## config.mk

```make
export PLATFORM = sky130hd
export DESIGN_NAME = ptc_csr
export DESIGN_NICKNAME = d
export VERILOG_FILES = /design/src/rtl/ptc_pkg.sv /design/src/rtl/ptc_csr.sv
export SDC_FILE = /design/constraint.sdc
export NUM_CORES = 1
export LEC_CHECK = 0
export ABC_AREA = 1
export BUFFER_PORTS_ARGS = -buffer_cell sky130_fd_sc_hd__buf_2
export CORE_ASPECT_RATIO = 1.75
export CORE_UTILIZATION = 25
export CTS_CLUSTER_DIAMETER = 40
export DETAILED_ROUTE_END_ITERATION = 10
export GPL_ROUTABILITY_DRIVEN = 1
export PLACE_DENSITY_LB_ADDON = 0.15
export SLEW_MARGIN = 20
export SYNTH_ARGS = -nofsm -noshare
export SYNTH_HDL_FRONTEND = slang
export SYNTH_SLANG_ARGS = --single-unit
```

## constraint.sdc

```tcl
create_clock -name clock -period 1 [get_ports clock]
set_input_delay 0 -clock clock [delete_from_list [all_inputs] [get_ports clock]]
set_output_delay 0 -clock clock [all_outputs]
set_load 0.05 [all_outputs]
```

## src/rtl/ptc_pkg.sv

```systemverilog
`default_nettype none
package ptc_pkg;

   localparam logic [63:0] OFFSET_T    = 64'd128000;
   localparam logic [63:0] PRESS_FULL  = 64'd1048576;
   localparam logic [63:0] PRESS_SCALE = 64'd3125;
   localparam logic [63:0] ONE_Q47     = 64'h0000_8000_0000_0000;
   localparam logic [31:0] CENTI_MUL   = 32'd5;
   localparam logic [31:0] CENTI_RND   = 32'd128;
   localparam int unsigned DIV_STEPS   = 64;
   localparam int unsigned ADDR_W      = 5;
   localparam int unsigned DATA_W      = 64;

   typedef enum logic [1:0] {
      CSR_TEMP = 2'd0,
      CSR_PLOW = 2'd1,
      CSR_PMID = 2'd2,
      CSR_P9   = 2'd3
   } csr_idx_type;

   typedef struct packed {
      logic [15:0] t1;
      logic [15:0] t2;
      logic [15:0] t3;
      logic [15:0] p1;
      logic [15:0] p2;
      logic [15:0] p3;
      logic [15:0] p4;
      logic [15:0] p5;
      logic [15:0] p6;
      logic [15:0] p7;
      logic [15:0] p8;
      logic [15:0] p9;
   } cal_type;

   // one step of the divider chain
   typedef struct packed {
      logic [63:0] rem;
      logic [63:0] dq;
      logic [63:0] dvs;
      logic [31:0] tf;
      logic [31:0] tc;
      logic        neg;
      logic        dz;
   } div_type;

   typedef struct packed {
      logic [31:0] tf;
      logic [31:0] tc;
      logic [31:0] press;
      logic        dz;
   } rsp_type;

   function automatic logic [63:0] sx64(input logic [15:0] h);
      return {{48{h[15]}}, h};
   endfunction

   function automatic logic [31:0] sx32(input logic [15:0] h);
      return {{16{h[15]}}, h};
   endfunction

endpackage
`default_nettype wire

```

## src/rtl/ptc_csr.sv

```systemverilog
`default_nettype none
module ptc_csr (
   input  logic                             clock,
   input  logic                             reset,
   input  logic                             psel,
   input  logic                             penable,
   input  logic                             pwrite,
   input  logic [ptc_pkg::ADDR_W-1:0]       paddr,
   input  logic [ptc_pkg::DATA_W-1:0]       pwdata,
   output logic [ptc_pkg::DATA_W-1:0]       prdata,
   output logic                             pready,
   output ptc_pkg::cal_type                 cal
);
   logic [47:0] temp_ff;
   logic [63:0] plow_ff;
   logic [63:0] pmid_ff;
   logic [15:0] p9_ff;
   logic        wr;
   ptc_pkg::csr_idx_type idx;

   assign pready = 1'b1;
   assign wr     = psel & penable & pwrite;
   assign idx    = ptc_pkg::csr_idx_type'(paddr[4:3]);

   always_ff @(posedge clock) begin
      if (reset) begin
         temp_ff <= '0;
         plow_ff <= '0;
         pmid_ff <= '0;
         p9_ff   <= '0;
      end else if (wr) begin
         case (idx)
            ptc_pkg::CSR_TEMP: temp_ff <= pwdata[47:0];
            ptc_pkg::CSR_PLOW: plow_ff <= pwdata;
            ptc_pkg::CSR_PMID: pmid_ff <= pwdata;
            ptc_pkg::CSR_P9:   p9_ff   <= pwdata[15:0];
            default: ;
         endcase
      end
   end

   always_comb begin
      case (idx)
         ptc_pkg::CSR_TEMP: prdata = {16'd0, temp_ff};
         ptc_pkg::CSR_PLOW: prdata = plow_ff;
         ptc_pkg::CSR_PMID: prdata = pmid_ff;
         ptc_pkg::CSR_P9:   prdata = {48'd0, p9_ff};
         default:           prdata = '0;
      endcase
   end

   assign cal.t1 = temp_ff[15:0];
   assign cal.t2 = temp_ff[31:16];
   assign cal.t3 = temp_ff[47:32];
   assign cal.p1 = plow_ff[15:0];
   assign cal.p2 = plow_ff[31:16];
   assign cal.p3 = plow_ff[47:32];
   assign cal.p4 = plow_ff[63:48];
   assign cal.p5 = pmid_ff[15:0];
   assign cal.p6 = pmid_ff[31:16];
   assign cal.p7 = pmid_ff[47:32];
   assign cal.p8 = pmid_ff[63:48];
   assign cal.p9 = p9_ff;

endmodule
`default_nettype wire

```

* Yosys cells after proc, flatten, opt, wreduce, memory -nomap -nowiden
Cells that the tools add are included.
Word-level totals: bits in registers 192, latch bits 0, memory bits (writable) 0, bits in read-only memories 0, input bits 74, output and inout port bits 257, memories 0
Operators by class: add/sub/neg operators 0, $mul 0, div/mod/pow operators 0, magnitude comparators 0, equality and inequality tests 3, shift-type cells 0, mux-type cells 1, bitwise logic cells 2, reduce and logical (&&, ||, !) cells 5
Operators by type and width (number):
- $pmux 64 s4 | 1
- $reduce_and 2->1 | 4
- $eq 2x2->1 const B | 2
- $and 1x1->1 | 2
- $eq 2x1->1 const B | 1
- $logic_not 2->1 | 1

* Depth between registers and ports, before layout
word-level depth 3, mapped depth 7

* Worst setup path after synthesis
Ideal clock, no wire load.
kind flip-flop to output port, start register p9_ff[0], end output prdata[0] (netlist name), arrival 1.160 ns, required time 1.000 ns, setup slack -0.160 ns, cell stages (with the launch flop) 3, cells stage by stage dfxtp_1 > nand2_1 > nand4_1
On the way: cells in the longest elaborated chain, start to end 1
RTL lines:
- start, declared | RTL line ptc_csr.sv:17 | logic [15:0] p9_ff;
- start signal, assigned | RTL line ptc_csr.sv:36 | ptc_pkg::CSR_P9: p9_ff <= pwdata[15:0];
- $pmux 64 s4 | RTL line ptc_csr.sv:43 | case (idx)
- end, declared | RTL line ptc_csr.sv:10 | output logic [ptc_pkg::DATA_W-1:0] prdata,
No other way between the ends.

* Final worst setup path
start register temp_ff[6], end output prdata[6] (netlist name)
On the way: cells in the longest elaborated chain, start to end 1
RTL lines:
- start, declared | RTL line ptc_csr.sv:14 | logic [47:0] temp_ff;
- start signal, assigned | RTL line ptc_csr.sv:33 | ptc_pkg::CSR_TEMP: temp_ff <= pwdata[47:0];
- $pmux 64 s4 | RTL line ptc_csr.sv:43
No other way between the ends.

==> flow_summary.toml <==
[status]
status = "complete, but fails checks"
violations = "negative setup slack"

[worst_setup_path]
cp_max_fo = 3
cp.required_ns = 1.00
arrival_ns = 1.21
critPathKind = "reg2out"
timing.rr.start = "pmid_ff[43]$_SDFFE_PP0P_"
rr_worst_depth = 5
reg2reg_slack_ns = 0.05
r2r_end = "pmid_ff[43]$_SDFFE_PP0P_"
cp-end-kind = "primary output"
startpoint = "temp_ff[6]$_SDFFE_PP0P_"
critPathCapture = "prdata[6]"
startpoint_type = "flop"

[global_routing]
antenna_found_initial = 3
grt_pass1_vias = 10200
grt_pass1_wl_um = 55400
overflow = 0
grt_use_total = 0.200
grt_max_degree = 44

[logic_synthesis]
yosys_warnings = 0
ys_top_cells_by_area = "dfxtp_1 43%, nand2_1 17%, nor2_1 16%"
synthCells = 1402
avgSynthCellArea_um2 = 6.32
synth.cell_area_um2 = 8860
ys_seq_area_frac = 0.434
yosysUniqueCellTypes = 14
synth_seq_cells = 192
synth_nets = 1476
synth_top_cell_by_area = "dfxtp_1"
synth_top_area_frac = 0.434

[timing]
finClkSkew_ns = 0
fin_setup_tns_ns = -14.54
min_period_ns = 1.21
rsz0062_at_grt = "yes"
period_share = 1.21
final-hold-violation-count = 0
finalSetupViolCount = 192
fmax_mhz = 825
slew_violations = 0
fin_ws_ns = -0.212

[finish]
regArea_um2 = 4400
mostFrequentLayoutCells = "383 x nor2_1, 286 x nand2_1, 203 x buf_8"
multiInputGateArea_um2 = 4750
stdcell_count = 2406
num-nets-final = 2004
fillers = 3150
area_delta_synth_final_pct = 105
drive_gt1_frac = 0.480
final_common_cell = "nor2_1"

[hold_path]
whs_path_depth = 6
hp-class = "in2reg"

[clocking]
clk_path_buf_depth = 2
clk_pin_slew_ns = 0.07
clock_latency_ns = 0.44
htree_levels = 4
cts_tree = "built"
cts.sinks = 192
cts-buffers-inserted = 17
clock-root-buffer = "clkbuf_16"

[placed_design]
dp_hpwl_um = 23900
place_inst = 2161
gp_congestion = 0.773
port_buffers = 326

[power_and_ir_drop]
powerDensity_nw_per_um2 = 1050
p_leak_uw = 0.00827
combPwrFrac = 0.206
finalPower_uw = 19200
max-vdd-ir-drop_uv = 1200
p_int_uw = 13600
switching_share = 0.291
seqPwrFrac = 0.405
clockPowerShare = 0.389
switchingPower_uw = 5590

[die]
dieArea_um2 = 36200
start_util = 0.255
io-pin-count = 331
fp.dieH_um = 251
fp.coreArea_um2 = 34700
num_rows = 90
fp.dieW_um = 144

[drt]
ant_nets = 0
via_count = 11000
drtIter0Drc = 493
drc = 0
wl_per_cell_um = 16.6
drt_wl_total_um = 39900
first_pass_iters = 6
vias_per_cell = 4.56

[flow_run]
maxCapViolations = 0
==> stage by stage <==
stage	util	hold slack (ns)	worst slack [ns]	instance area (um2)
finish	0.524	0.113	-0.212	18200
detailed placement	0.345	0.332	-0.179	12000
global placement	0.345	0.326	-0.165	12000
floorplan	-	0.232	-0.120	9140
global route	0.524	0.111	-0.290	18200
CTS	0.456	0.133	-0.222	15800
==> cell usage after synthesis <==
cell type  number
nor2_2          2
dfxtp_1       192
nand3_1       224
nand2_1       405
nand4_1        16
nand3_2         1
buf_1           9
conb_1          1
nor2_4          2
buf_2          66
buf_4          12
clkbuf_1       15
nor2_1        388
inv_1          69
==> routing by layer <==
| layer | wire length, um | GRT usage |
|---|---|---|
| met1 | 15000 | 0.211 |
| met2 | 21700 | 0.372 |
| met3 | 1840 | 0.0385 |
| met4 | 1390 | 0.0899 |
| met5 | 0 | 0 |
==> worst min-delay path by stage <==
stage,slack [ns],to,from
3_3_place_gp,0.33,pmid_ff[61]$_SDFFE_PP0P_,pwdata[61]
5_1_grt,0.11,temp_ff[13]$_SDFFE_PP0P_,paddr[3]
2_1_floorplan,0.23,plow_ff[48]$_SDFFE_PP0P_,pwdata[48]
3_5_place_dp,0.33,pmid_ff[54]$_SDFFE_PP0P_,pwdata[54]
4_1_cts,0.13,pmid_ff[0]$_SDFFE_PP0P_,paddr[3]
6_report,0.11,temp_ff[13]$_SDFFE_PP0P_,paddr[3]
==> power groups by stage <==
stage,combinational [uW],clock [uW],sequential [uW]
2_1_floorplan,1220,0,8700
3_3_place_gp,2820,0,8160
3_5_place_dp,2830,0,8160
4_1_cts,3420,7750,7860
5_1_grt,4190,8070,7780
6_report,3950,7450,7770
==> layout make-up <==
type / instances / area share
multi-input cells: 1039 / 0.261
clock buffers: 19 / 0.0244
well taps: 460 / 0.0317
flip-flops and latches: 192 / 0.242
repair buffers: 611 / 0.415
inverters: 69 / 0.0145
clock inverters: 13 / 0.0101
diodes: 3 / 0.000413
==> logic make-up after synthesis <==
group | synth area share
other | 0.000423
DFF | 0.434
buffers and inverters | 0.0869
and+or+nand+nor | 0.479
==> worst max-delay path: stages (launching register included) <==
cell and delay [ns]:
dfxtp_4 0.37, nand2_1 0.06, nand4_1 0.15, buf_6 0.19
==> registers in the layout, indices dropped and copies added (netlist names) <==
signal	cells
plow_ff	64
p9_ff	16
temp_ff	48
pmid_ff	64
==> repair_timing <==
action                                 in CTS  in global routing
endpoints found under the hold margin     192                  0
setup endpoints to repair                 256                238
resized for setup                         874                340
hold buffers                               65                  0
gates cloned                                0                  6
pin swaps                                 100                 76
buffers inserted                            4                135
Note: power is estimated with default switching activity, not from simulation.
