`config.mk`:
```
export PLATFORM = sky130hd
export DESIGN_NAME = ptc_div_cell
export DESIGN_NICKNAME = d
export VERILOG_FILES = /design/src/rtl/ptc_pkg.sv /design/src/rtl/ptc_div_cell.sv
export SDC_FILE = /design/constraint.sdc
export NUM_CORES = 1
export LEC_CHECK = 0
export BUFFER_PORTS_ARGS = -buffer_cell sky130_fd_sc_hd__buf_2
export CAP_MARGIN = 15
export CORE_AREA = 2 2 203 205
export CTS_CLUSTER_DIAMETER = 100
export DETAILED_ROUTE_END_ITERATION = 10
export DIE_AREA = 0 0 205 207
export PLACE_DENSITY = 0.55
export SYNTH_ARGS = -nofsm -noshare
export SYNTH_HDL_FRONTEND = slang
export SYNTH_SLANG_ARGS = --single-unit
```
`constraint.sdc`:
```
create_clock -name clock -period 4.4 [get_ports clock]
set_input_delay 0.22 -clock clock [delete_from_list [all_inputs] [get_ports clock]]
set_output_delay 0.22 -clock clock [all_outputs]
set_load 0.01 [all_outputs]
```
`src/rtl/ptc_pkg.sv`:
```
`default_nettype none
package ptc_pkg;

   localparam logic [63:0] OFFSET_T    = 64'd128000;
   localparam logic [63:0] PRESS_FULL  = 64'd1048576;
   localparam logic [63:0] PRESS_SCALE = 64'd3125;
   localparam logic [63:0] ONE_Q47     = 64'h0000_8000_0000_0000;
   localparam logic [31:0] CENTI_MUL   = 32'd5;
   localparam logic [31:0] CENTI_RND   = 32'd128;
   localparam int unsigned DIV_STEPS   = 64;
   localparam int unsigned ADDR_W      = 5;
   localparam int unsigned DATA_W      = 64;

   typedef enum logic [1:0] {
      CSR_TEMP = 2'd0,
      CSR_PLOW = 2'd1,
      CSR_PMID = 2'd2,
      CSR_P9   = 2'd3
   } csr_idx_type;

   typedef struct packed {
      logic [15:0] t1;
      logic [15:0] t2;
      logic [15:0] t3;
      logic [15:0] p1;
      logic [15:0] p2;
      logic [15:0] p3;
      logic [15:0] p4;
      logic [15:0] p5;
      logic [15:0] p6;
      logic [15:0] p7;
      logic [15:0] p8;
      logic [15:0] p9;
   } cal_type;

   // one step of the divider chain
   typedef struct packed {
      logic [63:0] rem;
      logic [63:0] dq;
      logic [63:0] dvs;
      logic [31:0] tf;
      logic [31:0] tc;
      logic        neg;
      logic        dz;
   } div_type;

   typedef struct packed {
      logic [31:0] tf;
      logic [31:0] tc;
      logic [31:0] press;
      logic        dz;
   } rsp_type;

   function automatic logic [63:0] sx64(input logic [15:0] h);
      return {{48{h[15]}}, h};
   endfunction

   function automatic logic [31:0] sx32(input logic [15:0] h);
      return {{16{h[15]}}, h};
   endfunction

endpackage
`default_nettype wire

```
`src/rtl/ptc_div_cell.sv`:
```
`default_nettype none
// one restoring step of the unsigned 64-bit divide
module ptc_div_cell (
   input  logic             clock,
   input  logic             reset,
   input  logic             en,
   input  logic             in_vld,
   input  ptc_pkg::div_type in_d,
   output logic             out_vld,
   output ptc_pkg::div_type out_d
);
   logic             vld_ff;
   ptc_pkg::div_type d_ff;
   ptc_pkg::div_type d_in;
   logic [64:0]      sh;
   logic [64:0]      diff;
   logic             ge;

   assign sh   = {in_d.rem, in_d.dq[63]};
   assign diff = sh - {1'b0, in_d.dvs};
   assign ge   = ~diff[64];

   always_comb begin
      d_in     = in_d;
      d_in.rem = ge ? diff[63:0] : sh[63:0];
      d_in.dq  = {in_d.dq[62:0], ge};
   end

   always_ff @(posedge clock) begin
      if (reset) vld_ff <= 1'b0;
      else if (en) vld_ff <= in_vld;
   end

   always_ff @(posedge clock) begin
      if (en) d_ff <= d_in;
   end

   assign out_vld = vld_ff;
   assign out_d   = d_ff;

endmodule
`default_nettype wire

```
Word-level counts from Yosys, hierarchy flattened

Cells that the tools add are included.

Magnitude comparators: 0
Divide/modulo/power cells: 0
Shift operators: 0
Reduce and logical (&&, ||, !) cells: 0
$mul: 0
Equal/unequal tests: 0
Bitwise gates (word level): 1
Multiplexer cells: 1
Add/sub/neg operators: 1

Operators by type and width:

| operator         | count |
|---|---|
| $sub A65 B64 Y65 | 1 |
| $mux W64         | 1 |
| $not A1 Y1       | 1 |

Latch bits: 0
Memories: 0
Bits in writable memories: 0
Output and inout bits: 259
Bits in registers: 259
Memory bits (read-only): 0

Depth between registers and ports, before layout

Depth after elaboration: 2
Mapped depth: 14
Depth with buffers taken out: 13

Worst setup path after synthesis

OpenSTA, ideal clock, no wires.

Kind: input port to flip-flop
Start point: in in_d[93] (netlist name)
End point: reg d_ff, in the netlist out_d[247], data pin
Stages on the path: 14
Arrival: 3.046 ns
Setup time: 0.262 ns
Path buffers: 2
Required time: 4.138 ns
Path slack: 1.092 ns
Path through: inv_1 ha_1 buf_2 nand4_1 or4_1 or3_1 o32a_1 a21oi_2 o21ai_1 and2_4 o211a_4 inv_6 buf_6 mux2_1

RTL lines:

| element              | RTL line           | source |
|---|---|---|
| from (decl)          | ptc_div_cell.sv:8  | `input ptc_pkg::div_type in_d,` |
| to (signal assigned) | ptc_div_cell.sv:35 | `if (en) d_ff <= d_in;` |
| to (decl)            | ptc_div_cell.sv:13 | `ptc_pkg::div_type d_ff;` |

==> impl_metrics.tcl <==
set metrics [dict create \
    top_metal_used "met5" \
    synth.ff_latch_count 259 \
    final_critical_path_setup_slack_ps 415.3 \
    commonest_non_fill_non_tap_cell_in_the_layout "sky130_fd_sc_hd__buf_2" \
    filler_cell_count 3625 \
    globalRouteOverflowTotal 0 \
    crit_fanout 20 \
    core_area_um2 40370 \
    share_of_synthesized_flip_flops_with_an_asynchronous_set_or_reset_pct 0 \
    synth_top_flop_cell "sky130_fd_sc_hd__edfxtp_1" \
    totalWireLength_um 44770 \
    fin_nets 2108 \
    worstSetupEndpointType "flop" \
    drcViolationCount 0 \
    start_util_pct 31.87 \
    die_w_um 205 \
    fin_tns_setup_ps 0 \
    post_synth_instance_area_um2 12860 \
    post-route-min-period_ps 3985 \
    timing.max_cap.violations 0 \
    achievable-frequency_mhz 251.0 \
    drt-initial-drc-count 526 \
    placement_rows 74 \
    layout-drive-gt1-share_pct 32.83 \
    tritoncts_clock_tree "done" \
    final_max_slew_viol_count 0 \
    path_clk_slew_ps 60 \
    met2_length_um 21900 \
    num_vias 11150 \
    netlist_instances 1000 \
    fp.dieArea_um2 42440 \
    post_cts.resized_instances 0 \
    ant_nets 0 \
    sequential_element_share_of_the_synthesized_area_pct 60.38 \
    setup-violations-final 0 \
    numCtsBuffers 31 \
    detailedPlacementHpwl_um 33300 \
    maxSlewHeadroom_pct 43.51 \
    cts_hold_buf 253 \
    worst_pin_slew_ps 839.5 \
    grt_start_max_net_pins 94 \
    crit_arrival_ps 4290 \
    synth-edff-count 258 \
    timing.critical_path.max_delay_family "simple AND/OR/NAND/NOR gates" \
    synthesis.yosys.warnings 0 \
    layout.cells.most_common_list "sky130_fd_sc_hd__buf_2 (519), sky130_fd_sc_hd__edfxtp_1 (258), sky130_fd_sc_hd__dlygate4sd3_1 (253), sky130_fd_sc_hd__inv_1 (85), sky130_fd_sc_hd__a21oi_1 (76)" \
    critPathMaxStageDelay_ps 580 \
    avgViaCountPerCell 4.767 \
    timing.clock.skew_ps 0 \
    post-cts-setup-buffers 0 \
    dr_wl_met3_um 3002 \
    worst_slack_placed_ps 349.5 \
    clockBufferDepth 3 \
    post-route-cell-area_um2 19640 \
    drt-wirelength-per-cell_um 19.14 \
    min-delay-path-class "in -> reg" \
    cpMaxStageDelayCell "sky130_fd_sc_hd__or4_1" \
    hold_ws_ps 34.46 \
    report.final.hold_viol_count 0 \
    r2r_slack_ps 3270 \
    worst_ir_drop_vdd_mv 0.2656 \
    io_buffers 520 \
    power.density_nw_per_um2 374.0 \
    grt_pass1_vias 11560 \
    crit_path_start_kind "input pin" \
    placement.cell_area_um2 16080 \
    drt-met1-wl_um 18200 \
    io-pin-count 521 \
    grt_antenna_before_repair 6 \
    power.static_leakage_nw 8.598 \
    ys_types 75 \
    tritoncts_num_sinks 259 \
    post_synth.cell_area_avg_um2 12.86 \
    grt_setup_unrepaired "false" \
    cp_cell_sequence "dlygate4sd3_1, buf_2, inv_1, ha_1, nand4_1, or4_1, or3_1, o32a_1, a21oi_2, o21ai_1, and2_4, o211a_4, inv_6, buf_12, mux2_1" \
    global_route.usage.total_pct 20.32 \
    finalCritPeriodShare_pct 90.56 \
    drt_pass1_iterations 5 \
    clk-insertion-delay-late_ps 560 \
    htree_num_levels 1 \
    setup.worst_path.class "in -> reg" \
    outcome "finished, final reports clean" \
    gp_congestion 0.8489 \
    layout.core_utilization_pct 48.65 \
    critPathRequiredTime_ps 4700 \
    area_growth_pct 52.65 \
    mappedNetlistNets 1327 \
    floorplan.die.height_um 207 \
    grt_first_pass_wirelength_um 67020 \
    ctsRootBufferMaster "sky130_fd_sc_hd__clkbuf_16" \
    critical_path.n_buffers_inverters 5 \
]
[per-layer routing]
layer	vias up	track usage, %
li1	5324	-
met1	5360	24.48
met2	394	35.43
met3	71	4.154
met4	2	7.814
met5	-	0
[flip-flops by register name, indices dropped and copies added, names as in the netlist]
name     cells
out_d      258
out_vld      1
[final cells by class]
type / instances / area [um^2] / area share [%]
inverters: 86 / 327.8 / 1.669
clock buffers: 34 / 787.0 / 4.007
multi-input cells: 622 / 4598 / 23.41
diodes: 4 / 10.01 / 0.05097
flip-flops and latches: 259 / 7767 / 39.55
clock inverters: 21 / 227.7 / 1.160
repair buffers: 781 / 5255 / 26.76
well taps: 532 / 665.6 / 3.389
[worst paths after layout]
| kind | start | to | cells after the start |
|---|---|---|---|
| setup / recovery | in_d[84] | out_d[224] | 15 |
| hold / removal | in_d[251] | out_d[252] | 3 |
| setup reg to reg | out_vld | out_vld | 3 |
| hold reg to reg | out_vld | out_vld | 3 |
[Yosys cell counts (3+ instances only)]
cell / number / area share [%]
sky130_fd_sc_hd__a211o_1: 5 / 0.34
sky130_fd_sc_hd__a211oi_1: 6 / 0.35
sky130_fd_sc_hd__a21boi_0: 5 / 0.29
sky130_fd_sc_hd__a21o_1: 32 / 1.9
sky130_fd_sc_hd__a21oi_1: 76 / 3.0
sky130_fd_sc_hd__a311o_1: 3 / 0.23
sky130_fd_sc_hd__a311oi_1: 3 / 0.20
sky130_fd_sc_hd__a31oi_1: 7 / 0.34
sky130_fd_sc_hd__and3_1: 7 / 0.34
sky130_fd_sc_hd__and4_1: 3 / 0.20
sky130_fd_sc_hd__buf_6: 6 / 0.53
sky130_fd_sc_hd__clkbuf_1: 24 / 0.70
sky130_fd_sc_hd__edfxtp_1: 258 / 60
sky130_fd_sc_hd__ha_1: 64 / 6.2
sky130_fd_sc_hd__inv_1: 85 / 2.5
sky130_fd_sc_hd__mux2_1: 54 / 4.7
sky130_fd_sc_hd__mux2i_1: 7 / 0.54
sky130_fd_sc_hd__nand2_1: 62 / 1.8
sky130_fd_sc_hd__nand2b_1: 9 / 0.44
sky130_fd_sc_hd__nand3_1: 10 / 0.39
sky130_fd_sc_hd__nand4_1: 20 / 0.97
sky130_fd_sc_hd__nor2_1: 41 / 1.2
sky130_fd_sc_hd__nor2b_1: 10 / 0.49
sky130_fd_sc_hd__nor3_1: 9 / 0.35
sky130_fd_sc_hd__o2111ai_1: 3 / 0.20
sky130_fd_sc_hd__o211ai_1: 4 / 0.23
sky130_fd_sc_hd__o21a_1: 8 / 0.47
sky130_fd_sc_hd__o21ai_0: 23 / 0.89
sky130_fd_sc_hd__o21ai_1: 15 / 0.58
sky130_fd_sc_hd__o21bai_1: 15 / 0.88
sky130_fd_sc_hd__o22ai_1: 3 / 0.15
sky130_fd_sc_hd__o31ai_1: 5 / 0.29
sky130_fd_sc_hd__o41ai_1: 3 / 0.20
sky130_fd_sc_hd__or2_1: 4 / 0.19
sky130_fd_sc_hd__or3_1: 5 / 0.24
sky130_fd_sc_hd__xnor2_1: 34 / 2.3
sky130_fd_sc_hd__xor2_1: 23 / 1.6
[per-stage QoR]
stage,power (W),cells
final,0.007346,2339
after global routing,0.007689,2339
after floorplan,0.003969,1000
after detailed placement,0.004628,2027
after global placement,0.004616,2027
after CTS,0.007435,2335
[kinds of logic (layout without fill, tap and decap cells)]
family / after synthesis / in the layout / share of synthesized area [%]
AOI/OAI and AO/OA: 240 / 240 / 12.30
muxes: 64 / 64 / 5.592
DFF: 259 / 259 / 60.38
xor gates and xnor gates: 57 / 57 / 3.881
other: 0 / 4 / 0
adders and majority gates: 65 / 65 / 6.380
and+or+nand+nor: 196 / 196 / 7.586
buffers and inverters: 119 / 922 / 3.881
[power breakdown]
part	switching, W	leakage (nW)	internal (W)
logic	0.000906	5.57	0.000769
clock network	0.00106	0.492	0.00152
registers	0.0000640	2.53	0.00303
total	0.00203	8.60	0.00532
[worst min-delay path: cells and delay by family]
family	cells	cell delay [ps]
buf+inv	2	140
mux	1	110
Power figures use the tool's default switching activity.
